===== src/rtl/ranrot_word_generator_unit_defines.svh =====
// Assertion helpers for the generator RTL, used by rrg_ctrl.
// They sample on clk_i and stay quiet while rst_ni is low.
`ifndef RANROT_WORD_GENERATOR_UNIT_DEFINES_SVH
`define RANROT_WORD_GENERATOR_UNIT_DEFINES_SVH

`define RRG_ASSERT_ALWAYS(label, cond, msg) \
  label: assert property (@(posedge clk_i) disable iff (!rst_ni) (cond)) else $error(msg);

`define RRG_ASSERT_IMPL(label, ante, cons, msg) \
  label: assert property (@(posedge clk_i) disable iff (!rst_ni) (ante) |-> (cons)) \
    else $error(msg);

`endif


===== src/rtl/rrg_pkg.sv =====
package rrg_pkg;

  localparam int unsigned LONG_LAG    = 17;
  localparam int unsigned SHORT_LAG   = 9;
  localparam int unsigned LAG         = SHORT_LAG % LONG_LAG;
  localparam int unsigned IDX_W       = $clog2(LONG_LAG);
  localparam int unsigned CNT_W       = $clog2(LONG_LAG + 1);
  localparam int unsigned WORD_W      = 32;
  localparam int unsigned LOAD_IDX_W  = 5;
  localparam int unsigned ROT_SELF    = 9;
  localparam int unsigned ROT_PARTNER = 13;

  localparam logic OP_DRAW = 1'b0;
  localparam logic OP_LOAD = 1'b1;

  typedef enum logic [1:0] {
    S_IDLE,
    S_REFILL,
    S_READ
  } rrg_state_e;

  typedef struct packed {
    logic              we;
    logic [IDX_W-1:0]  waddr;
    logic [WORD_W-1:0] wdata;
    logic              re;
    logic [IDX_W-1:0]  raddr_a;
    logic [IDX_W-1:0]  raddr_b;
  } rrg_mem_req_t;

  // Index of the word that feeds entry i during a refill.
  function automatic logic [IDX_W-1:0] partner_idx(input logic [IDX_W-1:0] i);
    if (i >= IDX_W'(LAG)) begin
      return i - IDX_W'(LAG);
    end else begin
      return i + IDX_W'(LONG_LAG - LAG);
    end
  endfunction

  function automatic logic [WORD_W-1:0] rotl(input logic [WORD_W-1:0] v,
                                             input int unsigned n);
    return (v << n) | (v >> (WORD_W - n));
  endfunction

  function automatic logic [WORD_W-1:0] mix(input logic [WORD_W-1:0] self_w,
                                            input logic [WORD_W-1:0] part_w);
    return rotl(self_w, ROT_SELF) + rotl(part_w, ROT_PARTNER);
  endfunction

endpackage


===== src/rtl/rrg_mem.sv =====
module rrg_mem
  import rrg_pkg::*;
(
  input  logic              clk_i,
  input  rrg_mem_req_t      req_i,
  output logic [WORD_W-1:0] rdata_a_o,
  output logic [WORD_W-1:0] rdata_b_o
);

  logic [WORD_W-1:0] mem [LONG_LAG];
  logic [WORD_W-1:0] rdata_a_q;
  logic [WORD_W-1:0] rdata_b_q;
  logic [WORD_W-1:0] wdata_q;
  logic              fwd_a_q;
  logic              fwd_b_q;

  always_ff @(posedge clk_i) begin
    if (req_i.we) begin
      mem[req_i.waddr] <= req_i.wdata;
    end
  end

  // A read of the entry written in the same cycle returns the new word.
  always_ff @(posedge clk_i) begin
    if (req_i.re) begin
      rdata_a_q <= mem[req_i.raddr_a];
      rdata_b_q <= mem[req_i.raddr_b];
      wdata_q   <= req_i.wdata;
      fwd_a_q   <= req_i.we && (req_i.waddr == req_i.raddr_a);
      fwd_b_q   <= req_i.we && (req_i.waddr == req_i.raddr_b);
    end
  end

  assign rdata_a_o = fwd_a_q ? wdata_q : rdata_a_q;
  assign rdata_b_o = fwd_b_q ? wdata_q : rdata_b_q;

endmodule


===== src/rtl/rrg_ctrl.sv =====
`include "ranrot_word_generator_unit_defines.svh"

module rrg_ctrl
  import rrg_pkg::*;
(
  input  logic                  clk_i,
  input  logic                  rst_ni,
  input  logic                  in_valid_i,
  output logic                  in_ready_o,
  input  logic                  op_i,
  input  logic [LOAD_IDX_W-1:0] load_index_i,
  input  logic [WORD_W-1:0]     load_word_i,
  input  logic                  out_free_i,
  output logic                  push_o,
  output rrg_mem_req_t          mem_req_o,
  input  logic [WORD_W-1:0]     rdata_a_i,
  input  logic [WORD_W-1:0]     rdata_b_i
);

  rrg_state_e       state_q, state_d;
  logic [CNT_W-1:0] cnt_q, cnt_d;
  logic [CNT_W-1:0] pos_q, pos_d;
  logic [CNT_W-1:0] pos_dec;
  logic [IDX_W-1:0] wr_idx_q, wr_idx_d;
  logic             stage_vld_q, stage_vld_d;
  logic             issue_done;

  assign pos_dec    = pos_q - CNT_W'(1);
  assign issue_done = (cnt_q == CNT_W'(LONG_LAG));

  always_comb begin
    state_d = state_q;
    case (state_q)
      S_IDLE: begin
        if (in_valid_i && (op_i == OP_DRAW)) begin
          state_d = (pos_q == '0) ? S_REFILL : S_READ;
        end
      end
      S_REFILL: begin
        if (issue_done) begin
          state_d = S_READ;
        end
      end
      S_READ: begin
        if (out_free_i) begin
          state_d = S_IDLE;
        end
      end
      default: state_d = S_IDLE;
    endcase
  end

  always_comb begin
    in_ready_o  = 1'b0;
    push_o      = 1'b0;
    mem_req_o   = '0;
    cnt_d       = cnt_q;
    pos_d       = pos_q;
    wr_idx_d    = wr_idx_q;
    stage_vld_d = 1'b0;
    case (state_q)
      S_IDLE: begin
        in_ready_o = 1'b1;
        if (in_valid_i) begin
          if (op_i == OP_LOAD) begin
            mem_req_o.we    = (load_index_i < LOAD_IDX_W'(LONG_LAG));
            mem_req_o.waddr = load_index_i[IDX_W-1:0];
            mem_req_o.wdata = load_word_i;
            pos_d           = '0;
          end else if (pos_q == '0) begin
            cnt_d = '0;
          end else begin
            mem_req_o.re      = 1'b1;
            mem_req_o.raddr_a = pos_dec[IDX_W-1:0];
            pos_d             = pos_dec;
          end
        end
      end
      S_REFILL: begin
        // Reads for entry i overlap the write-back of entry i-1.
        if (stage_vld_q) begin
          mem_req_o.we    = 1'b1;
          mem_req_o.waddr = wr_idx_q;
          mem_req_o.wdata = mix(rdata_a_i, rdata_b_i);
        end
        if (!issue_done) begin
          mem_req_o.re      = 1'b1;
          mem_req_o.raddr_a = cnt_q[IDX_W-1:0];
          mem_req_o.raddr_b = partner_idx(cnt_q[IDX_W-1:0]);
          wr_idx_d          = cnt_q[IDX_W-1:0];
          stage_vld_d       = 1'b1;
          cnt_d             = cnt_q + CNT_W'(1);
        end else begin
          // The top word is read while it is being written; the memory forwards it.
          mem_req_o.re      = 1'b1;
          mem_req_o.raddr_a = IDX_W'(LONG_LAG - 1);
          pos_d             = CNT_W'(LONG_LAG - 1);
        end
      end
      S_READ: begin
        push_o = out_free_i;
      end
      default: begin
      end
    endcase
  end

  always_ff @(posedge clk_i or negedge rst_ni) begin
    if (!rst_ni) begin
      state_q     <= S_IDLE;
      cnt_q       <= '0;
      pos_q       <= '0;
      stage_vld_q <= 1'b0;
    end else begin
      state_q     <= state_d;
      cnt_q       <= cnt_d;
      pos_q       <= pos_d;
      stage_vld_q <= stage_vld_d;
    end
  end

  always_ff @(posedge clk_i) begin
    wr_idx_q <= wr_idx_d;
  end

  `RRG_ASSERT_IMPL(a_wr_in_range, mem_req_o.we, CNT_W'(mem_req_o.waddr) < CNT_W'(LONG_LAG), "write address beyond the store")
  `RRG_ASSERT_IMPL(a_rd_in_range, mem_req_o.re, (CNT_W'(mem_req_o.raddr_a) < CNT_W'(LONG_LAG)) && (CNT_W'(mem_req_o.raddr_b) < CNT_W'(LONG_LAG)), "read address beyond the store")
  `RRG_ASSERT_ALWAYS(a_pos_bound, pos_q <= CNT_W'(LONG_LAG), "read position beyond the store")
  `RRG_ASSERT_IMPL(a_stage_in_refill, stage_vld_q, state_q == S_REFILL, "refill stage busy outside a refill")

endmodule


===== src/rtl/ranrot_word_generator_unit.sv =====
// Channel  Direction  Handshake                 Payload
// in       input      in_valid_i / in_ready_o   op_i, load_index_i, load_word_i
// out      output     out_valid_o / out_ready_i random_word_o
//
// A load word is accepted and written in IDLE. A draw from a filled buffer is accepted and
// issues one memory read, then pushes its word from S_READ. A draw on a spent buffer first
// refills the store, which writes one word per cycle through the single memory write port.
// Reset clears the read position (buffer spent); the word store is not cleared.
// A waiting result in the output register does not block acceptance of the next word;
// a draw then holds its read data until the output register frees up.
module ranrot_word_generator_unit
  import rrg_pkg::*;
(
  input  logic                  clk_i,
  input  logic                  rst_ni,
  input  logic                  in_valid_i,
  output logic                  in_ready_o,
  input  logic                  op_i,
  input  logic [LOAD_IDX_W-1:0] load_index_i,
  input  logic [WORD_W-1:0]     load_word_i,
  output logic                  out_valid_o,
  input  logic                  out_ready_i,
  output logic [WORD_W-1:0]     random_word_o
);

  rrg_mem_req_t      mem_req;
  logic [WORD_W-1:0] rdata_a;
  logic [WORD_W-1:0] rdata_b;
  logic              push;
  logic              out_free;
  logic              out_valid_q;
  logic [WORD_W-1:0] random_word_q;

  assign out_free = !out_valid_q || out_ready_i;

  rrg_ctrl u_ctrl (
    .clk_i        (clk_i),
    .rst_ni       (rst_ni),
    .in_valid_i   (in_valid_i),
    .in_ready_o   (in_ready_o),
    .op_i         (op_i),
    .load_index_i (load_index_i),
    .load_word_i  (load_word_i),
    .out_free_i   (out_free),
    .push_o       (push),
    .mem_req_o    (mem_req),
    .rdata_a_i    (rdata_a),
    .rdata_b_i    (rdata_b)
  );

  rrg_mem u_mem (
    .clk_i     (clk_i),
    .req_i     (mem_req),
    .rdata_a_o (rdata_a),
    .rdata_b_o (rdata_b)
  );

  always_ff @(posedge clk_i or negedge rst_ni) begin
    if (!rst_ni) begin
      out_valid_q <= 1'b0;
    end else if (push) begin
      out_valid_q <= 1'b1;
    end else if (out_ready_i) begin
      out_valid_q <= 1'b0;
    end
  end

  always_ff @(posedge clk_i) begin
    if (push) begin
      random_word_q <= rdata_a;
    end
  end

  assign out_valid_o   = out_valid_q;
  assign random_word_o = random_word_q;

endmodule


===== config.mk =====
export PLATFORM = sky130hd
export DESIGN_NAME = ranrot_word_generator_unit
export DESIGN_NICKNAME = d
export VERILOG_FILES = /design/src/rtl/rrg_pkg.sv /design/src/rtl/rrg_mem.sv /design/src/rtl/rrg_ctrl.sv /design/src/rtl/ranrot_word_generator_unit.sv
export VERILOG_INCLUDE_DIRS = /design/src /design/src/rtl
export SDC_FILE = /design/constraint.sdc
export NUM_CORES = 1
export LEC_CHECK = 0
export BUFFER_PORTS_ARGS = -buffer_cell sky130_fd_sc_hd__buf_2
export CELL_PAD_IN_SITES_DETAIL_PLACEMENT = 1
export CELL_PAD_IN_SITES_GLOBAL_PLACEMENT = 1
export CORE_MARGIN = 2
export CORE_UTILIZATION = 58
export CTS_CLUSTER_DIAMETER = 50
export DETAILED_ROUTE_END_ITERATION = 8
export PLACE_DENSITY_LB_ADDON = 0.05
export SLEW_MARGIN = 10
export SYNTH_ARGS = -nofsm -noshare
export SYNTH_HDL_FRONTEND = slang
export SYNTH_HIERARCHICAL = 1
export SYNTH_SLANG_ARGS = --single-unit

===== constraint.sdc =====
create_clock -name clk_i -period 10.8 [get_ports clk_i]
set_input_delay 1.62 -clock clk_i [delete_from_list [all_inputs] [get_ports clk_i]]
set_output_delay 1.62 -clock clk_i [all_outputs]
set_load 0.01 [all_outputs]

# [Yosys cells after proc, flatten, opt, wreduce, memory -nomap -nowiden]
# Memory sizes are Yosys's and may differ from the RTL's. A register that Yosys moved wholly into a read port is not among the register bits.
# Cells that the tools add are included.
[op_classes] add_sub_neg=5 mul=0 n_div=0 magnitude_cmp=2 eq_ne=13 shift=0 mux=35 bitwise=4 n_reduce_logical=13
[ops] operator="$pmux 44 s2" count=1
[ops] operator="$mux 38" count=2
[ops] operator="$mux 32" count=2
[ops] operator="$mux 5" count=12
[ops] operator="$mux 44" count=1
[ops] operator="$add 32x32->32" count=1
[ops] operator="$or 32x13->32" count=1
[ops] operator="$or 32x9->32" count=1
[ops] operator="$pmux 5 s2" count=2
[ops] operator="$mux 6" count=2
[ops] operator="$eq 5x5->1" count=2
[ops] operator="$mux 1" count=8
[ops] operator="$mux 2" count=4
[ops] operator="$ne 2x1->1 const B" count=4
[ops] operator="$ne 2x2->1 const B" count=3
[ops] operator="$pmux 2 s3" count=1
[ops] operator="$add 5x1->5 const B" count=1
[ops] operator="$add 5x4->5 const B" count=1
[ops] operator="$eq 5x5->1 const B" count=1
[ops] operator="$ge 5x4->1 const B" count=1
[ops] operator="$logic_not 5->1" count=1
[ops] operator="$lt 5x5->1 const B" count=1
[ops] operator="$reduce_and 5->1" count=1
[ops] operator="$sub 5x1->5 const B" count=1
[ops] operator="13 further kinds" count=17
[word_totals] ff_bits=85 latchBits=0 mem_bits_rw=544 romBits=0 inputBits=42 output_inout_bits=34 memories=1
[mem_list] memory="u_mem.mem" words=17 word_bits=32 rd=2 rd_clocked_by_memory_dff=2 wr=1 line_no="rrg_mem.sv:10" rtl="logic [WORD_W-1:0] mem [LONG_LAG];"

# [Longest topological paths before layout]
[logic_depth] depth_word=7 depth_mapped=14 depth_no_buf=12

# [Cells and area by module]
# The synthesis kept the hierarchy.
[by_module_without_submodules] module="rrg_mem" instances=1 cells_each=1373 area_per_inst_um2=29184.2 seq_area_each_um2=19278.5
[by_module_without_submodules] module="rrg_ctrl" instances=1 cells_each=432 area_per_inst_um2=3243.1 seq_area_each_um2=475.5
[by_module_without_submodules] module="ranrot_word_generator_unit" instances=1 cells_each=35 area_per_inst_um2=1008.5 seq_area_each_um2=985.9

# [Least setup slack after synthesis]
# OpenSTA, ideal clock, no wires.
[synth_path] path_type="input port to flip-flop" startpoint="input op_i" endpoint="memory u_mem.mem[16][0], enable pin" setup_time_ns=0.513 arrival_ns=5.973 slack_ns=4.315 cell_stages=7 path_buffers=2 path_cell_list="and3_2 > clkbuf_8 > clkbuf_1 > nand2_1 > nand2_1 > nor2b_1 > nor4b_1"
[synth_rtl] element="start: declaration" line_no="ranrot_word_generator_unit.sv:18" rtl="input logic op_i,"
[synth_rtl] element="end: declaration" line_no="rrg_mem.sv:10"

==> metrics.txt <==
syn nets=1920; root buf cell=clkbuf_16; Yosys top cell by area=edfxtp_1; gr usage total=34.18%; Die ar.=0.05958 sq mm; Max Cap Viol=0; largest net degree at the start of global routing=116; sequential fraction of the synthesis area=62.03%; status=finished clean; slowest stage delay, CP=960 ps; Lkg Pwr=12.04 nW; Power Dens Cells=267.3 mW/mm^2; Via density=7.107; post-place setup slack=5318 ps; row cnt=88; GR Overflow Total=0; number of port buffers=75; Slew headroom=16.49%; crit share post-route=46.20%; die height=244.1 um; Worst EP required=11050 ps; synthesized flop and latch total=693; Setup Fix Bufs, Post-CTS=0; yosys warns=6; WHS=558.0 ps; dpl cells=2614; drt pass-1 iters=5; drt initial violations=2035; clk sinks=693; share of layout cells above drive strength 1=30.90%; type of the most critical hold path=reg2reg; crit path time final=4989 ps; VDD IR max=0.0001833 V; DIE WIDTH=244.1 um; cell area after synthesis=0.03344 sq mm; drt total wl=99870 um; synthesis-to-finish area growth=11.71%; DRC Markers=0; ANT nets after route=0; Yosys top cell area share=60.98%; CTS tree=done; CP Capture Type=register; Most used DFF post-synth=edfxtp_1; CP max FO=32; cell area after layout=0.03735 sq mm; CP Class=reg2reg; critical path cell sequence=buf_4 > mux2_1 > ha_1 > inv_1 > fa_1 > nor2b_1 > o2111ai_1 > nand2_1 > a211oi_1 > o31a_1 > o31ai_4 > xnor2_1 > o21ai_1; final clock skew=21.75 ps; Synth Area per Inst=18.17 sq um; n_diodes=0; Hold Vio Cnt, Final=0; wire length per cell=36.12 um; Resized cells post-CTS=0; RSZ-0062 raised after global routing=no; Unique masters post-synth=68; CTS H-tree lvls=3; Starting Density=58.29%; final setup margin=5811 ps; Setup TNS=0 ps; Clock Path Buffers=3; Post-synth EDFFs=679; most instantiated cells after synthesis=edfxtp_1, mux4_2, nor2_1; vias in the first global route=20757; fin util=65.11%; Worst path slowest cell=o21ai_1; initial antenna violation count=1; placer congestion estimate=0.8296; Via Count=19652; Gate Count Post-Synth=1840; most frequent cell after synthesis=edfxtp_1; CTS clock-pin slew for the worst setup and hold paths=60 ps; Pins Over Slew Limit=0; Worst Path Arrival=5230 ps; post-synthesis async set-or-reset flop share=2.020%; Placement Cell Area=0.03454 sq mm; Power Total=9.982 mW; TritonCTS Buffers=82; ranking of synthesized cells by area=edfxtp_1, mux4_2, a221oi_2, mux4_1, mux2i_1; first-pass GRT wire length=144500 um; core area=0.05737 sq mm; nets=2013; Top Ports=76; cts hold-fix bufs=0; Cell Count, Final, Fillers Out=2765; worst-skew pair later-pin latency=630 ps; fmax=200.4 MHz; # setup viols final=0; startpoint types=register; slew at the pin closest to its max-slew limit=1244 ps; detailed-placement wirelength estimate=56040 um
## cells by family after synthesis
group                    count (synthesis)  share of synthesized area, %
buffers and inverters                  145                         3.009
multiplexers                           385                         21.70
XOR/XNOR                                43                         1.126
adder cells (fa/ha/maj)                 38                         1.444
AND/OR/NAND/NOR                        232                         3.106
AO/OA/AOI/OAI                          304                         7.582
flip-flops                             693                         62.03
## worst max-delay path, delay by kind of cell, from the launching register on
family | cells | cell delay (ps)
simple gates | 2 | 240
xor+xnor | 1 | 160
mux | 1 | 440
compound gates | 5 | 2190
buf+inv | 2 | 720
flops | 1 | 320
fa+ha+maj | 2 | 530
## cell type report
type                       count  area (sq um)
clock buffer                  99          2178
clock inverter                52         613.1
fill                        4786         20010
inverter                      21         81.33
multi-input combinational   1002         11950
sequential                   693         20740
tap                          765         957.2
timing repair buffer         133         835.8
## layout by cell type (no fill, tap or decap), types with 7 or more instances in the layout
| cell type | synthesis | final |
|---|---|---|
| inv_6 | 0 | 10 |
| a22o_1 | 8 | 8 |
| clkbuf_1 | 46 | 13 |
| mux2_1 | 53 | 53 |
| nor2_1 | 111 | 92 |
| clkinv_2 | 0 | 11 |
| nand3_1 | 10 | 10 |
| buf_2 | 25 | 75 |
| nand2b_1 | 14 | 12 |
| a21o_1 | 26 | 26 |
| clkinv_1 | 0 | 9 |
| mux4_1 | 32 | 32 |
| edfxtp_1 | 679 | 679 |
| dfrtp_1 | 14 | 14 |
| mux2_2 | 11 | 11 |
| xor2_1 | 23 | 23 |
| buf_4 | 16 | 56 |
| ha_1 | 37 | 37 |
| o22ai_1 | 70 | 67 |
| o21ai_2 | 0 | 7 |
| o21ai_0 | 46 | 36 |
| nor2_4 | 0 | 19 |
| clkbuf_16 | 0 | 84 |
| inv_1 | 19 | 19 |
| a21oi_1 | 33 | 32 |
| nand2_1 | 62 | 61 |
| xnor2_1 | 20 | 20 |
| mux2i_1 | 65 | 65 |
| a221oi_2 | 64 | 64 |
| bufinv_16 | 0 | 10 |
| o21ai_1 | 12 | 15 |
| mux4_2 | 224 | 224 |
## power breakdown
| group | switching, mW | internal [mW] |
|---|---|---|
| Sequential | 0.118 | 3.42 |
| Combinational | 2.27 | 1.33 |
| Clock | 1.15 | 1.70 |
## routing by layer
| metal | vias up | share of wire, % | global-route usage (%) |
|---|---|---|---|
| met5 | - | 0 | 0 |
| met3 | 246 | 8.1 | 5.465 |
| met4 | 0 | 4.3 | 14.63 |
| met1 | 10416 | 39 | 46.17 |
| met2 | 1042 | 49 | 55.88 |
| li1 | 7948 | - | - |
## final timing paths
check	startpoint	to	slack, ps	cells after the start
setup / recovery	u_mem/fwd_a_q$_DFFE_PP_	u_mem/mem[13][24]$_DFFE_PP_	5810	13
hold / removal	out_valid_o$_DFFE_PN0P_	out_valid_o$_DFFE_PN0P_	560	2
setup reg to reg	u_mem/fwd_a_q$_DFFE_PP_	u_mem/mem[13][24]$_DFFE_PP_	5810	13
hold reg to reg	out_valid_o$_DFFE_PN0P_	out_valid_o$_DFFE_PN0P_	560	2
max in group asynchronous	rst_ni	u_ctrl/cnt_q[4]$_DFFE_PN0P_	9660	1
min in group asynchronous	rst_ni	u_ctrl/cnt_q[3]$_DFFE_PN0P_	890	1
## flip-flops by register name, summed over array words and instances (netlist names), 2 cells and up
signal and flops:
random_word_o 32, u_ctrl/cnt_q 5, u_ctrl/pos_q 5, u_ctrl/state_q 2, u_ctrl/wr_idx_q 5, u_mem/mem 544, u_mem/rdata_a_q 32, u_mem/rdata_b_q 32
u_mem/wdata_q 32
Note: power is estimated with default switching activity, not from simulation.
